==> src/hw/rtl/median_filter_3x3_assert.svh <==
// ----------------------------------------------------------------------------
// median_filter_3x3 assertion macros
// Concurrent assertion wrappers; they expand to nothing in synthesis.
// ----------------------------------------------------------------------------
`ifndef MEDIAN_FILTER_3X3_ASSERT_SVH
`define MEDIAN_FILTER_3X3_ASSERT_SVH
`ifndef SYNTHESIS
// Same-cycle implication
`define MF3_ASSERT_IMPLY(lbl, clk, rst, ante, cons, msg) \
   lbl: assert property (@(posedge clk) disable iff (rst) (ante) |-> (cons)) else $error(msg);
// Next-cycle implication
`define MF3_ASSERT_NEXT(lbl, clk, rst, ante, cons, msg) \
   lbl: assert property (@(posedge clk) disable iff (rst) (ante) |=> (cons)) else $error(msg);
`else
`define MF3_ASSERT_IMPLY(lbl, clk, rst, ante, cons, msg)
`define MF3_ASSERT_NEXT(lbl, clk, rst, ante, cons, msg)
`endif
`endif

==> src/hw/rtl/mf3_pkg.sv <==
`timescale 1ns / 1ps
// ----------------------------------------------------------------------------
// mf3_pkg
// Shared types, codes and compare helpers of the 3x3 median filter.
// ----------------------------------------------------------------------------
package mf3_pkg;

   localparam int DEF_MAX_WIDTH  = 2048;
   localparam int DEF_MAX_HEIGHT = 2048;
   localparam int RESET_SIZE     = 2048;

   localparam int PIX_W   = 32;
   localparam int NBANK   = 4;
   localparam int Q_DEPTH = 4;
   localparam int QAW     = $clog2(Q_DEPTH);
   localparam int QCW     = $clog2(Q_DEPTH + 1);

   localparam int CSR_IDX_W = 2;
   localparam logic [CSR_IDX_W-1:0] CSR_IDX_WIDTH  = 2'd0;
   localparam logic [CSR_IDX_W-1:0] CSR_IDX_HEIGHT = 2'd1;

   localparam logic MODE_PIXEL = 1'b0;
   localparam logic MODE_FLUSH = 1'b1;

   typedef logic [PIX_W-1:0] pix_type;       // {alpha, red, green, blue}
   typedef logic [2:0][PIX_W-1:0] col_type;  // index 0 = upper row

   typedef struct packed {
      logic    last;
      logic    left;
      col_type colc;
      col_type coln;
   } cmd_type;

   typedef struct packed {
      logic empty;
      logic room;
   } q_status_type;

   function automatic logic [7:0] min8(input logic [7:0] x, input logic [7:0] y);
      return (x < y) ? x : y;
   endfunction

   function automatic logic [7:0] max8(input logic [7:0] x, input logic [7:0] y);
      return (x > y) ? x : y;
   endfunction

   function automatic logic [7:0] min3(input logic [7:0] x, input logic [7:0] y,
                                       input logic [7:0] z);
      return min8(min8(x, y), z);
   endfunction

   function automatic logic [7:0] max3(input logic [7:0] x, input logic [7:0] y,
                                       input logic [7:0] z);
      return max8(max8(x, y), z);
   endfunction

   function automatic logic [7:0] med3(input logic [7:0] x, input logic [7:0] y,
                                       input logic [7:0] z);
      return max8(min8(x, y), min8(max8(x, y), z));
   endfunction

endpackage

==> src/hw/rtl/mf3_queue.sv <==
`timescale 1ns / 1ps
`include "median_filter_3x3_assert.svh"
// ----------------------------------------------------------------------------
// mf3_queue
// Short command queue between the front and the median pipeline.
// ----------------------------------------------------------------------------
module mf3_queue (
   input  logic                  clock,
   input  logic                  reset,
   input  logic                  push,
   input  mf3_pkg::cmd_type      push_cmd,
   input  logic                  pop,
   output mf3_pkg::cmd_type      head,
   output mf3_pkg::q_status_type q_status
);
   import mf3_pkg::*;

   cmd_type        slot_ff [Q_DEPTH];
   logic [QAW-1:0] wr_ptr_ff, wr_ptr_in, rd_ptr_ff, rd_ptr_in;
   logic [QCW-1:0] count_ff, count_in;

   // Advance pointers and count
   always_comb begin
      wr_ptr_in = wr_ptr_ff;
      rd_ptr_in = rd_ptr_ff;
      count_in  = count_ff;
      if (push) wr_ptr_in = (wr_ptr_ff == QAW'(Q_DEPTH - 1)) ? '0 : wr_ptr_ff + QAW'(1);
      if (pop) rd_ptr_in = (rd_ptr_ff == QAW'(Q_DEPTH - 1)) ? '0 : rd_ptr_ff + QAW'(1);
      if (push && !pop) count_in = count_ff + QCW'(1);
      else if (pop && !push) count_in = count_ff - QCW'(1);
   end

   always_ff @(posedge clock) begin
      if (reset) begin
         wr_ptr_ff <= '0;
         rd_ptr_ff <= '0;
         count_ff  <= '0;
      end else begin
         wr_ptr_ff <= wr_ptr_in;
         rd_ptr_ff <= rd_ptr_in;
         count_ff  <= count_in;
      end
   end

   always_ff @(posedge clock) begin
      if (push) slot_ff[wr_ptr_ff] <= push_cmd;
   end

   assign head           = slot_ff[rd_ptr_ff];
   assign q_status.empty = (count_ff == '0);
   assign q_status.room  = (count_ff <= QCW'(Q_DEPTH - 2));

   `MF3_ASSERT_IMPLY(a_q_no_overflow, clock, reset, push && !pop, count_ff < QCW'(Q_DEPTH), "command queue overflow")
   `MF3_ASSERT_IMPLY(a_q_no_underflow, clock, reset, pop, count_ff != '0, "pop from empty command queue")

endmodule

==> config.mk <==
export PLATFORM = sky130hd
export DESIGN_NAME = mf3_queue
export DESIGN_NICKNAME = d
export VERILOG_FILES = /design/src/hw/rtl/mf3_pkg.sv /design/src/hw/rtl/mf3_queue.sv
export VERILOG_INCLUDE_DIRS = /design/src /design/src/hw/rtl
export SDC_FILE = /design/constraint.sdc
export NUM_CORES = 1
export LEC_CHECK = 0
export BUFFER_PORTS_ARGS = -buffer_cell sky130_fd_sc_hd__buf_2
export CORE_MARGIN = 3
export CORE_UTILIZATION = 45
export CTS_BUF_LIST = sky130_fd_sc_hd__clkbuf_8
export CTS_CLUSTER_DIAMETER = 50
export DETAILED_ROUTE_END_ITERATION = 10
export GPL_ROUTABILITY_DRIVEN = 0
export PLACE_DENSITY = 0.64
export SLEW_MARGIN = 40
export SYNTH_ARGS = -nofsm -noshare
export SYNTH_HDL_FRONTEND = slang
export SYNTH_SLANG_ARGS = --single-unit
==> constraint.sdc <==
create_clock -name clock -period 13.37 [get_ports clock]
set_input_delay 1.337 -clock clock [delete_from_list [all_inputs] [get_ports clock]]
set_output_delay 1.337 -clock clock [all_outputs]
set_load 0.1 [all_outputs]
==> impl_metrics.yaml <==
timing:
  finalCritPeriodShare_pct: 38.8
  rsz0062_at_grt: "false"
  setup_slack_ps: 8180
  setup_violations: 0
  slew_headroom_pct: 46.2
  finalSetupTns_ps: 0
  transition_at_the_pin_with_the_smallest_max_transition_slack_ps: 807
  whs_ps: 542
  skew_ps: 21.7
  timing_max_transition_violations_final: 0
  final.min_clock_period_ps: 5190
  maxClockFrequency_mhz: 193
  timing.final.hold_violations: 0
die:
  die_area_um2: 66300
  floorplan.initialDensity_pct: 45.8
  die_w_um: 257
  placementRows: 91
  core_region_area_um2: 62200
  fp.dieH_um: 257
  pin_count: 394
placed_design:
  numPortBuffers: 393
  dpl.hpwl_um: 33600
  placed_cell_area_um2: 31400
  worst_setup_timing_slack_at_the_placement_stage_ps: 8870
  post-place-cells: 2266
cells_and_area:
  postLayoutCoreUtil_pct: 54.2
  mostFrequentLayoutCell: "edfxtp_1"
  stdcell_count: 2500
  final_net_count: 1767
  final_cell_mix: "edfxtp_1 (776), buf_2 (393), mux4_2 (194)"
  drive_gt1_share_pct: 46.5
  layout-area-overhead-vs-synth_pct: 18.5
  fin_area_um2: 33700
route:
  post-route-drc-count: 0
  dr.pass1.iters: 5
  wl_per_cell_um: 22.3
  vias: 13003
  detail_route.vias_per_cell: 5.20
  drtIter0Drc: 886
  ant_nets: 0
  routed_wirelength_um: 55700
setup_path:
  r2r_slack_ps: 10400
  worst-setup-path-type: "reg2out"
  critical_path.reg2reg.startpoint: "wr_ptr_ff[0]"
  cp-end-kind: "output port"
  critical_path_launch_point_type: "register"
  number_of_cells_on_the_worst_reg_to_reg_path: 5
  max_stage_delay_ps: 850
  path_max_fanout: 49
  worstPathRequired_ps: 12030
  critPathSlowestCell: "dfxtp_4"
  timing.critical_path.arrival_ps: 3850
  path_common_cell: "buf_4"
  path_cells: "buf_4 > buf_4 > buf_12 > mux4_2 > buf_2"
  crit-reg2reg-capture: "slot_ff[3][141]"
clock_tree:
  cts_root_cell: "clkbuf_8"
  post_cts.repair.setup_buffers: 0
  cts_tree: "built"
  holdBufCountCts: 0
  cts_resized: 0
  worst_setup_hold_path_clk_slew_ps: 60
  cts_buffer_depth: 3
  clock-sinks: 785
  cts_made_buffers: 130
  clk-insertion-delay-late_ps: 730
  clock_tree.htree_level_count: 4
logic_synthesis:
  synth_cells: 1058
  synth_nets: 1263
  synthesis.area_um2: 28400
  ys_ff_latch: 785
  syn_area_per_cell_um2: 26.9
  post-synth-top-area-fraction_pct: 81.9
  synth_area_leader_cell: "edfxtp_1"
  post_synth_num_cell_types: 18
  share_of_synthesized_area_occupied_by_flip_flops_and_latches_pct: 82.6
  post_synth_main_area_contributors: "edfxtp_1 (82%), mux4_2 (15%), buf_6 (0.75%), dfxtp_1 (0.63%), buf_2 (0.37%)"
  yosys_warnings: 0
power_and_ir_drop:
  p_leak_nw: 11.4
  fin_total_pwr_mw: 5.69
  vdd_ir_drop_max_mv: 0.112
  p_per_area_nw_per_um2: 169
global_routing:
  antenna_found_initial: 15
  grt_overflow_total: 0
  grt_pass1_vias: 13980
  grt_pass1_wl_um: 85800
  grt_max_degree: 62
  gr-usage-all-layers_pct: 17.2
hold_path:
  hold_path.class: "reg2reg"
  worstHoldStart: "count_ff[2]"
  timing.hold.worst_endpoint: "count_ff[2]"
  timing.hold.worst_path_depth: 2
run:
  max-cap-violations: 0
run_status:
  outcome: "finished clean"
## sequential cells by signal, summed over array words and instances (netlist names), named ones only
signal     flops
wr_ptr_ff      2
rd_ptr_ff      2
count_ff       3
slot_ff      776
## where the power goes
part | leakage, nW | internal [mW] | switching, mW
clock network | 1.32 | 0.932 | 0.907
logic | 2.89 | 0.197 | 0.795
registers | 7.20 | 2.82 | 0.0297
## area by class of cell
| class | count | area, µm² |
|---|---|---|
| fillers | 4824 | 28400 |
| diodes | 8 | 20.0 |
| flip-flops and latches | 785 | 23500 |
| multi-input cells | 225 | 4620 |
| well taps | 837 | 1050 |
| inverters | 4 | 15.0 |
| clock inverters | 95 | 488 |
| repair buffers | 416 | 2250 |
| clock buffers | 130 | 1790 |
## kinds of logic (layout without fill, tap and decap cells)
| logic type | count (synthesis) | after routing | share of synthesized area, % |
|---|---|---|---|
| buffers and inverters | 48 | 645 | 1.23 |
| xor gates and xnor gates | 2 | 2 | 0.0616 |
| muxes | 198 | 198 | 15.5 |
| DFF | 785 | 785 | 82.6 |
| AOI/OAI and AO/OA | 4 | 4 | 0.0703 |
| and+or+nand+nor | 14 | 14 | 0.246 |
| other | 0 | 8 | 0 |
| adders and majority gates | 7 | 7 | 0.334 |
## per-layer routing
metal | track usage (%) | part of all wire, %
met1 | 22.3 | 40
met2 | 26.4 | 49
met3 | 6.52 | 8.7
met4 | 7.06 | 2.3
met5 | 0 | 0.25
## synth_stat cells
cell and instances:
edfxtp_1 776, mux4_2 194, buf_2 21, buf_6 19
dfxtp_1 9, nor2_1 7, ha_1 6, and2_1 4
clkbuf_1 4, inv_1 4, mux2i_1 4, a21oi_1 3
xor2_1 2, fa_1 1, nor3_1 1, nor3b_1 1
o21ai_0 1, or3_1 1
## how the worst max path moves through the flow
stage / slack [ps] / cells past startpoint / from / end
floorplan: 7050 / 1 / push / slot_ff[0][0]
global placement: 8720 / 4 / register / head[77]
detailed placement: 8870 / 5 / register / head[124]
CTS: 8020 / 5 / register / head[124]
global route: 7930 / 5 / register / head[95]
finish: 8180 / 5 / register / head[124]
## worst max-delay path: cells and delay by family (launching register included)
kind | cells | cell delay [ps]
DFF | 1 | 850
muxes | 1 | 230
buffers and inverters | 4 | 1950
(Power assumes the default switching activity.)
