## src/hw/rtl/median_filter_3x3_assert.svh

```systemverilog
// ----------------------------------------------------------------------------
// median_filter_3x3 assertion macros
// Concurrent assertion wrappers; they expand to nothing in synthesis.
// ----------------------------------------------------------------------------
`ifndef MEDIAN_FILTER_3X3_ASSERT_SVH
`define MEDIAN_FILTER_3X3_ASSERT_SVH
`ifndef SYNTHESIS
// Same-cycle implication
`define MF3_ASSERT_IMPLY(lbl, clk, rst, ante, cons, msg) \
   lbl: assert property (@(posedge clk) disable iff (rst) (ante) |-> (cons)) else $error(msg);
// Next-cycle implication
`define MF3_ASSERT_NEXT(lbl, clk, rst, ante, cons, msg) \
   lbl: assert property (@(posedge clk) disable iff (rst) (ante) |=> (cons)) else $error(msg);
`else
`define MF3_ASSERT_IMPLY(lbl, clk, rst, ante, cons, msg)
`define MF3_ASSERT_NEXT(lbl, clk, rst, ante, cons, msg)
`endif
`endif

```

## src/hw/rtl/mf3_pkg.sv

```systemverilog
`timescale 1ns / 1ps
// ----------------------------------------------------------------------------
// mf3_pkg
// Shared types, codes and compare helpers of the 3x3 median filter.
// ----------------------------------------------------------------------------
package mf3_pkg;

   localparam int DEF_MAX_WIDTH  = 2048;
   localparam int DEF_MAX_HEIGHT = 2048;
   localparam int RESET_SIZE     = 2048;

   localparam int PIX_W   = 32;
   localparam int NBANK   = 4;
   localparam int Q_DEPTH = 4;
   localparam int QAW     = $clog2(Q_DEPTH);
   localparam int QCW     = $clog2(Q_DEPTH + 1);

   localparam int CSR_IDX_W = 2;
   localparam logic [CSR_IDX_W-1:0] CSR_IDX_WIDTH  = 2'd0;
   localparam logic [CSR_IDX_W-1:0] CSR_IDX_HEIGHT = 2'd1;

   localparam logic MODE_PIXEL = 1'b0;
   localparam logic MODE_FLUSH = 1'b1;

   typedef logic [PIX_W-1:0] pix_type;       // {alpha, red, green, blue}
   typedef logic [2:0][PIX_W-1:0] col_type;  // index 0 = upper row

   typedef struct packed {
      logic    last;
      logic    left;
      col_type colc;
      col_type coln;
   } cmd_type;

   typedef struct packed {
      logic empty;
      logic room;
   } q_status_type;

   function automatic logic [7:0] min8(input logic [7:0] x, input logic [7:0] y);
      return (x < y) ? x : y;
   endfunction

   function automatic logic [7:0] max8(input logic [7:0] x, input logic [7:0] y);
      return (x > y) ? x : y;
   endfunction

   function automatic logic [7:0] min3(input logic [7:0] x, input logic [7:0] y,
                                       input logic [7:0] z);
      return min8(min8(x, y), z);
   endfunction

   function automatic logic [7:0] max3(input logic [7:0] x, input logic [7:0] y,
                                       input logic [7:0] z);
      return max8(max8(x, y), z);
   endfunction

   function automatic logic [7:0] med3(input logic [7:0] x, input logic [7:0] y,
                                       input logic [7:0] z);
      return max8(min8(x, y), min8(max8(x, y), z));
   endfunction

endpackage

```

## src/hw/rtl/mf3_back.sv

```systemverilog
`timescale 1ns / 1ps
// ----------------------------------------------------------------------------
// mf3_back
// Builds the 3x3 window and runs the per-channel median network:
// column sort, cross-column select, final median of three.
// ----------------------------------------------------------------------------
module mf3_back (
   input  logic                  clock,
   input  logic                  reset,
   input  mf3_pkg::cmd_type      head,
   input  mf3_pkg::q_status_type q_status,
   output logic                  pop,
   output logic                  rsp_valid,
   input  logic                  rsp_ready,
   output logic [7:0]            rsp_blue_out,
   output logic [7:0]            rsp_green_out,
   output logic [7:0]            rsp_red_out,
   output logic [7:0]            rsp_alpha_out,
   output logic                  rsp_frame_end
);
   import mf3_pkg::*;

   logic adv;

   col_type held_ff;
   col_type s1_left_ff, s1_ctr_ff, s1_right_ff, s1_left_in;
   logic    s1_valid_ff, s2_valid_ff, s3_valid_ff, rsp_valid_ff;
   logic    s1_last_ff, s2_last_ff, s3_last_ff, rsp_last_ff;

   logic [2:0][3:0][7:0] s2_lo_ff, s2_mid_ff, s2_hi_ff, s2_lo_in, s2_mid_in, s2_hi_in;
   logic [3:0][7:0]      s3_a_ff, s3_b_ff, s3_c_ff, s3_a_in, s3_b_in, s3_c_in;
   logic [3:0][7:0]      rsp_pix_ff, rsp_pix_in;
   logic [2:0][2:0][PIX_W-1:0] win;

   // Stall the whole pipeline while a result waits
   assign adv = !rsp_valid_ff || rsp_ready;
   assign pop = adv && !q_status.empty;

   // Replicate the center column at the left edge
   assign s1_left_in = head.left ? head.colc : held_ff;

   always_ff @(posedge clock) begin
      if (reset) begin
         s1_valid_ff  <= 1'b0;
         s2_valid_ff  <= 1'b0;
         s3_valid_ff  <= 1'b0;
         rsp_valid_ff <= 1'b0;
      end else if (adv) begin
         s1_valid_ff  <= pop;
         s2_valid_ff  <= s1_valid_ff;
         s3_valid_ff  <= s2_valid_ff;
         rsp_valid_ff <= s3_valid_ff;
      end
   end

   // Sort each column, per channel
   assign win[0] = s1_left_ff;
   assign win[1] = s1_ctr_ff;
   assign win[2] = s1_right_ff;
   always_comb begin
      for (int j = 0; j < 3; j++) begin
         for (int ch = 0; ch < 4; ch++) begin
            s2_lo_in[j][ch]  = min3(win[j][0][ch*8 +: 8], win[j][1][ch*8 +: 8],
                                    win[j][2][ch*8 +: 8]);
            s2_mid_in[j][ch] = med3(win[j][0][ch*8 +: 8], win[j][1][ch*8 +: 8],
                                    win[j][2][ch*8 +: 8]);
            s2_hi_in[j][ch]  = max3(win[j][0][ch*8 +: 8], win[j][1][ch*8 +: 8],
                                    win[j][2][ch*8 +: 8]);
         end
      end
   end

   // Largest low, middle of middles, smallest high; then their median
   always_comb begin
      for (int ch = 0; ch < 4; ch++) begin
         s3_a_in[ch]    = max3(s2_lo_ff[0][ch], s2_lo_ff[1][ch], s2_lo_ff[2][ch]);
         s3_b_in[ch]    = med3(s2_mid_ff[0][ch], s2_mid_ff[1][ch], s2_mid_ff[2][ch]);
         s3_c_in[ch]    = min3(s2_hi_ff[0][ch], s2_hi_ff[1][ch], s2_hi_ff[2][ch]);
         rsp_pix_in[ch] = med3(s3_a_ff[ch], s3_b_ff[ch], s3_c_ff[ch]);
      end
   end

   always_ff @(posedge clock) begin
      if (pop) held_ff <= head.colc;
      if (adv) begin
         s1_left_ff  <= s1_left_in;
         s1_ctr_ff   <= head.colc;
         s1_right_ff <= head.coln;
         s1_last_ff  <= head.last;
         s2_lo_ff    <= s2_lo_in;
         s2_mid_ff   <= s2_mid_in;
         s2_hi_ff    <= s2_hi_in;
         s2_last_ff  <= s1_last_ff;
         s3_a_ff     <= s3_a_in;
         s3_b_ff     <= s3_b_in;
         s3_c_ff     <= s3_c_in;
         s3_last_ff  <= s2_last_ff;
         rsp_pix_ff  <= rsp_pix_in;
         rsp_last_ff <= s3_last_ff;
      end
   end

   assign rsp_valid     = rsp_valid_ff;
   assign rsp_blue_out  = rsp_pix_ff[0];
   assign rsp_green_out = rsp_pix_ff[1];
   assign rsp_red_out   = rsp_pix_ff[2];
   assign rsp_alpha_out = rsp_pix_ff[3];
   assign rsp_frame_end = rsp_last_ff;

endmodule

```

## config.mk

```make
export PLATFORM = sky130hd
export DESIGN_NAME = mf3_back
export DESIGN_NICKNAME = d
export VERILOG_FILES = /design/src/hw/rtl/median_filter_3x3_assert.svh /design/src/hw/rtl/mf3_pkg.sv /design/src/hw/rtl/mf3_back.sv
export SDC_FILE = /design/constraint.sdc
export NUM_CORES = 2
export LEC_CHECK = 0
export BUFFER_PORTS_ARGS = -buffer_cell sky130_fd_sc_hd__buf_2
export CORE_MARGIN = 5
export CORE_UTILIZATION = 25
export DETAILED_ROUTE_END_ITERATION = 10
export GPL_ROUTABILITY_DRIVEN = 0
export GPL_TIMING_DRIVEN = 0
export PLACE_DENSITY = 0.48
export SLEW_MARGIN = 30
export SYNTH_ARGS = -nofsm -noshare
export SYNTH_HDL_FRONTEND = slang
export SYNTH_SLANG_ARGS = --single-unit
```

## constraint.sdc

```tcl
create_clock -name clock -period 24.4 [get_ports clock]
set_input_delay 4.88 -clock clock [delete_from_list [all_inputs] [get_ports clock]]
set_output_delay 4.88 -clock clock [all_outputs]
set_load 0.05 [all_outputs]
```

==> impl_results.md <==
* YS warnings at 0
* CP max-delay cell: nor2b_1
* Dpl hpwl at 113 mm
* Power Dens Cells at 139 nW/µm²
* Synthesized area at 52000 µm²
* # hold bufs at CTS at 0
* Syn Area/Cell at 11.3 µm²
* CP cell instances: buf_2 -> nor2b_1 -> nor2_4 -> buf_16 -> buf_2
* Yosys cell types at 65
* Fin. Hold Viols at 0
* GRT Total Usage at 12.7%
* Setup TNS at 0 ns
* Crit path DAT at 6.30 ns
* Rows at 167
* Hold Path Class: register to register
* Post-synth EDFFs at 804
* Wire per inst at 18.1 µm
* Adder-cell share of the synthesized area at 16.3%
* Gate Count Post-Synth at 4595
* Final min period at 11.18 ns
* Mapped Nets at 5470
* Layout area overhead at 16.6%
* Slew headroom at 32.9%
* RSZ-0062 raised after global routing: no
* CTS sink cnt at 808
* Top cell type's share of synthesized area at 46.4%
* Largest area contributor in the netlist: edfxtp_1
* Crit-path most repeated cell: buf_2
* Buf+Inv Stages, Crit Path at 3
* Pre-CTS WS at 13.18 ns
* Congestion Overflow GR at 0
* Num ports at 234
* Placed Cells incl. Taps at 7628
* # fillers at 21200
* Worst setup SP type: primary input
* Synth cell count leaders: 804 x edfxtp_1, 676 x ha_1, 544 x inv_1
* Prevailing post-synth register cell: edfxtp_1
* CTS Root Cell: clkbuf_16
* Share of layout cells above drive strength 1 at 17.1%
* Via count at 35500
* DR pass1 iterations at 5
* Die Width at 466 µm
* Synth Area in Compound Gates at 11.9%
* Most common cell in the netlist: edfxtp_1
* Family with the most delay on the worst path: simple AND/OR/NAND/NOR gates
* Die Y at 466 µm
* # resized after CTS at 0
* Worst VDD drop at 0.127 mV
* Fin worst setup slack at 13.22 ns
* Initial Util at 25.1%
* Critical Path RT at 19.52 ns
* Fmax at 0.0894 GHz
* CP max FO at 20
* CORE AREA at 207000 µm²
* DRC at 0
* Final Max Tran Viols at 0
* Initial antenna violation count at 33
* Crit end category: primary output
* Top cells by area, synth: edfxtp_1 46%, ha_1 16%, mux2_2 7.8%, mux2i_1 5.1%, o21ai_0 4.0%
* Remaining antenna violation count at 0
* Number of global-route vias before repair at 35500
* Setup bufs post-CTS at 0
* Outcome: complete, no violations
* Crit share post-route at 45.8%
* Post-Layout Cell Count at 7835
* Post-synthesis simple-gate area fraction at 7.59%
* CTS Buffer Depth at 3
* Pleak at 0.0268 µW
* Maxcap violations at 0
* CTS Buf Count at 104
* Vias/cell at 4.53
* Post-Synth XOR/XNOR Area at 0%
* Async set-reset flop share out of synthesis at 0%
* DR iter-0 viols at 1940
* Worst-Skew Late Latency at 0.74 ns
* Final core utilization at 29.3%
* Total power at 8410 µW
* Final WL at 142 mm
* Largest family of logic cells by synthesized area: adder cells
* IO Port Bufs at 231
* #FFs+latches synth at 808
* H-tree levels at 3
* Post-synthesis mux area share at 13.1%
* Max incr delay on CP at 0.58 ns
* Die area at 217000 µm²
* Clock-pin slew on the worst setup and hold paths at 0.07 ns
* Largest net degree at the start of global routing at 100
* Register area share after synthesis at 46.6%
* Clock Skews at 0.0281 ns
* Slew @ Worst Pin at 1.01 ns
* Global-route wire length before repair at 213 mm
* CP Class: primary input to primary output
* Final nets at 5821
* CTS tree: done
* Final setup viols at 0
==> stage by stage <==
stage,hold WS [ns],area [µm²]
4_1_cts,0.430,60600
2_1_floorplan,0.400,52000
6_report,0.426,60600
3_3_place_gp,0.407,56700
3_5_place_dp,0.409,57000
5_1_grt,0.450,60600
==> cell type report <==
type                    instances  area, µm²  area share [%]
multi-input cells            3161      25400            41.9
flip-flops and latches        808      24200            39.9
well taps                    2788       3490            5.75
clock buffers                 120       2710            4.46
inverters                     544       2050            3.38
repair buffers                245       1510            2.49
clock inverters                74        857            1.41
plain buffers                  82        348           0.574
diodes                         13       32.5          0.0537
==> registers in the layout, indices dropped and copies added, names as in the netlist, 8 cells and up <==
| register | cells |
|---|---|
| held_ff | 96 |
| rsp_alpha_out | 8 |
| rsp_blue_out | 8 |
| rsp_green_out | 8 |
| rsp_red_out | 8 |
| s1_ctr_ff | 96 |
| s1_left_ff | 96 |
| s1_right_ff | 96 |
| s2_hi_ff | 96 |
| s2_lo_ff | 96 |
| s2_mid_ff | 96 |
| s3_a_ff | 32 |
| s3_b_ff | 32 |
| s3_c_ff | 32 |
==> path summary, 6_finish.rpt <==
| check | cells past startpoint | endpoint | slack (ns) | from |
|---|---|---|---|---|
| worst min-delay path | 0 | s2_last_ff | 0.43 | s1_last_ff |
| worst max-delay path | 5 | pop | 13.22 | rsp_ready |
| worst min register to register | 0 | s2_last_ff | 0.43 | s1_last_ff |
| worst max register to register | 26 | s2_mid_ff[50] | 17.71 | s1_ctr_ff[18] |
==> routing by layer <==
metal,track usage [%],share of wire (%),wire (µm)
met1,16.8,46,65500
met2,20.7,46,64800
met3,2.61,4.4,6240
met4,4.45,3.5,4920
met5,0,0.088,125
==> cells in the final DEF (no fill, tap or decap), types with 6 or more instances in the layout <==
cell type	n
edfxtp_1	804
ha_1	676
inv_1	543
o21ai_0	412
nand2_1	406
mux2_2	361
mux2i_1	267
a21oi_1	254
buf_2	235
nor2_1	140
clkbuf_16	106
a21o_1	105
nand4_1	87
clkbuf_1	77
o21a_1	70
nor2b_1	59
nand3_1	51
nand2b_1	33
o21ai_1	29
and3_1	26
clkinv_2	18
bufinv_16	15
clkinv_1	14
diode_2	13
o211ai_1	13
clkinvlp_4	13
buf_16	12
o21bai_1	11
o22ai_1	11
a211oi_1	10
o2111ai_1	9
a2111oi_4	8
a21oi_2	8
nor3_1	7
a31oi_2	7
a31oi_1	7
clkbuf_2	7
inv_6	7
o21bai_2	6
and4_1	6
==> kinds of logic (layout without fill, tap and decap cells) <==
logic type	after synthesis	count (layout)
adders and majority gates	676	676
DFF	808	808
muxes	632	632
other	0	13
and+or+nand+nor	846	846
buffers and inverters	626	1065
AOI/OAI and AO/OA	1007	1007
==> where the power goes <==
part	switching [µW]	internal [µW]	leakage [µW]
registers	240	2080	0.00847
logic	2630	1870	0.0167
clock network	637	959	0.00171
No activity file was read; power rests on OpenSTA's default activity.
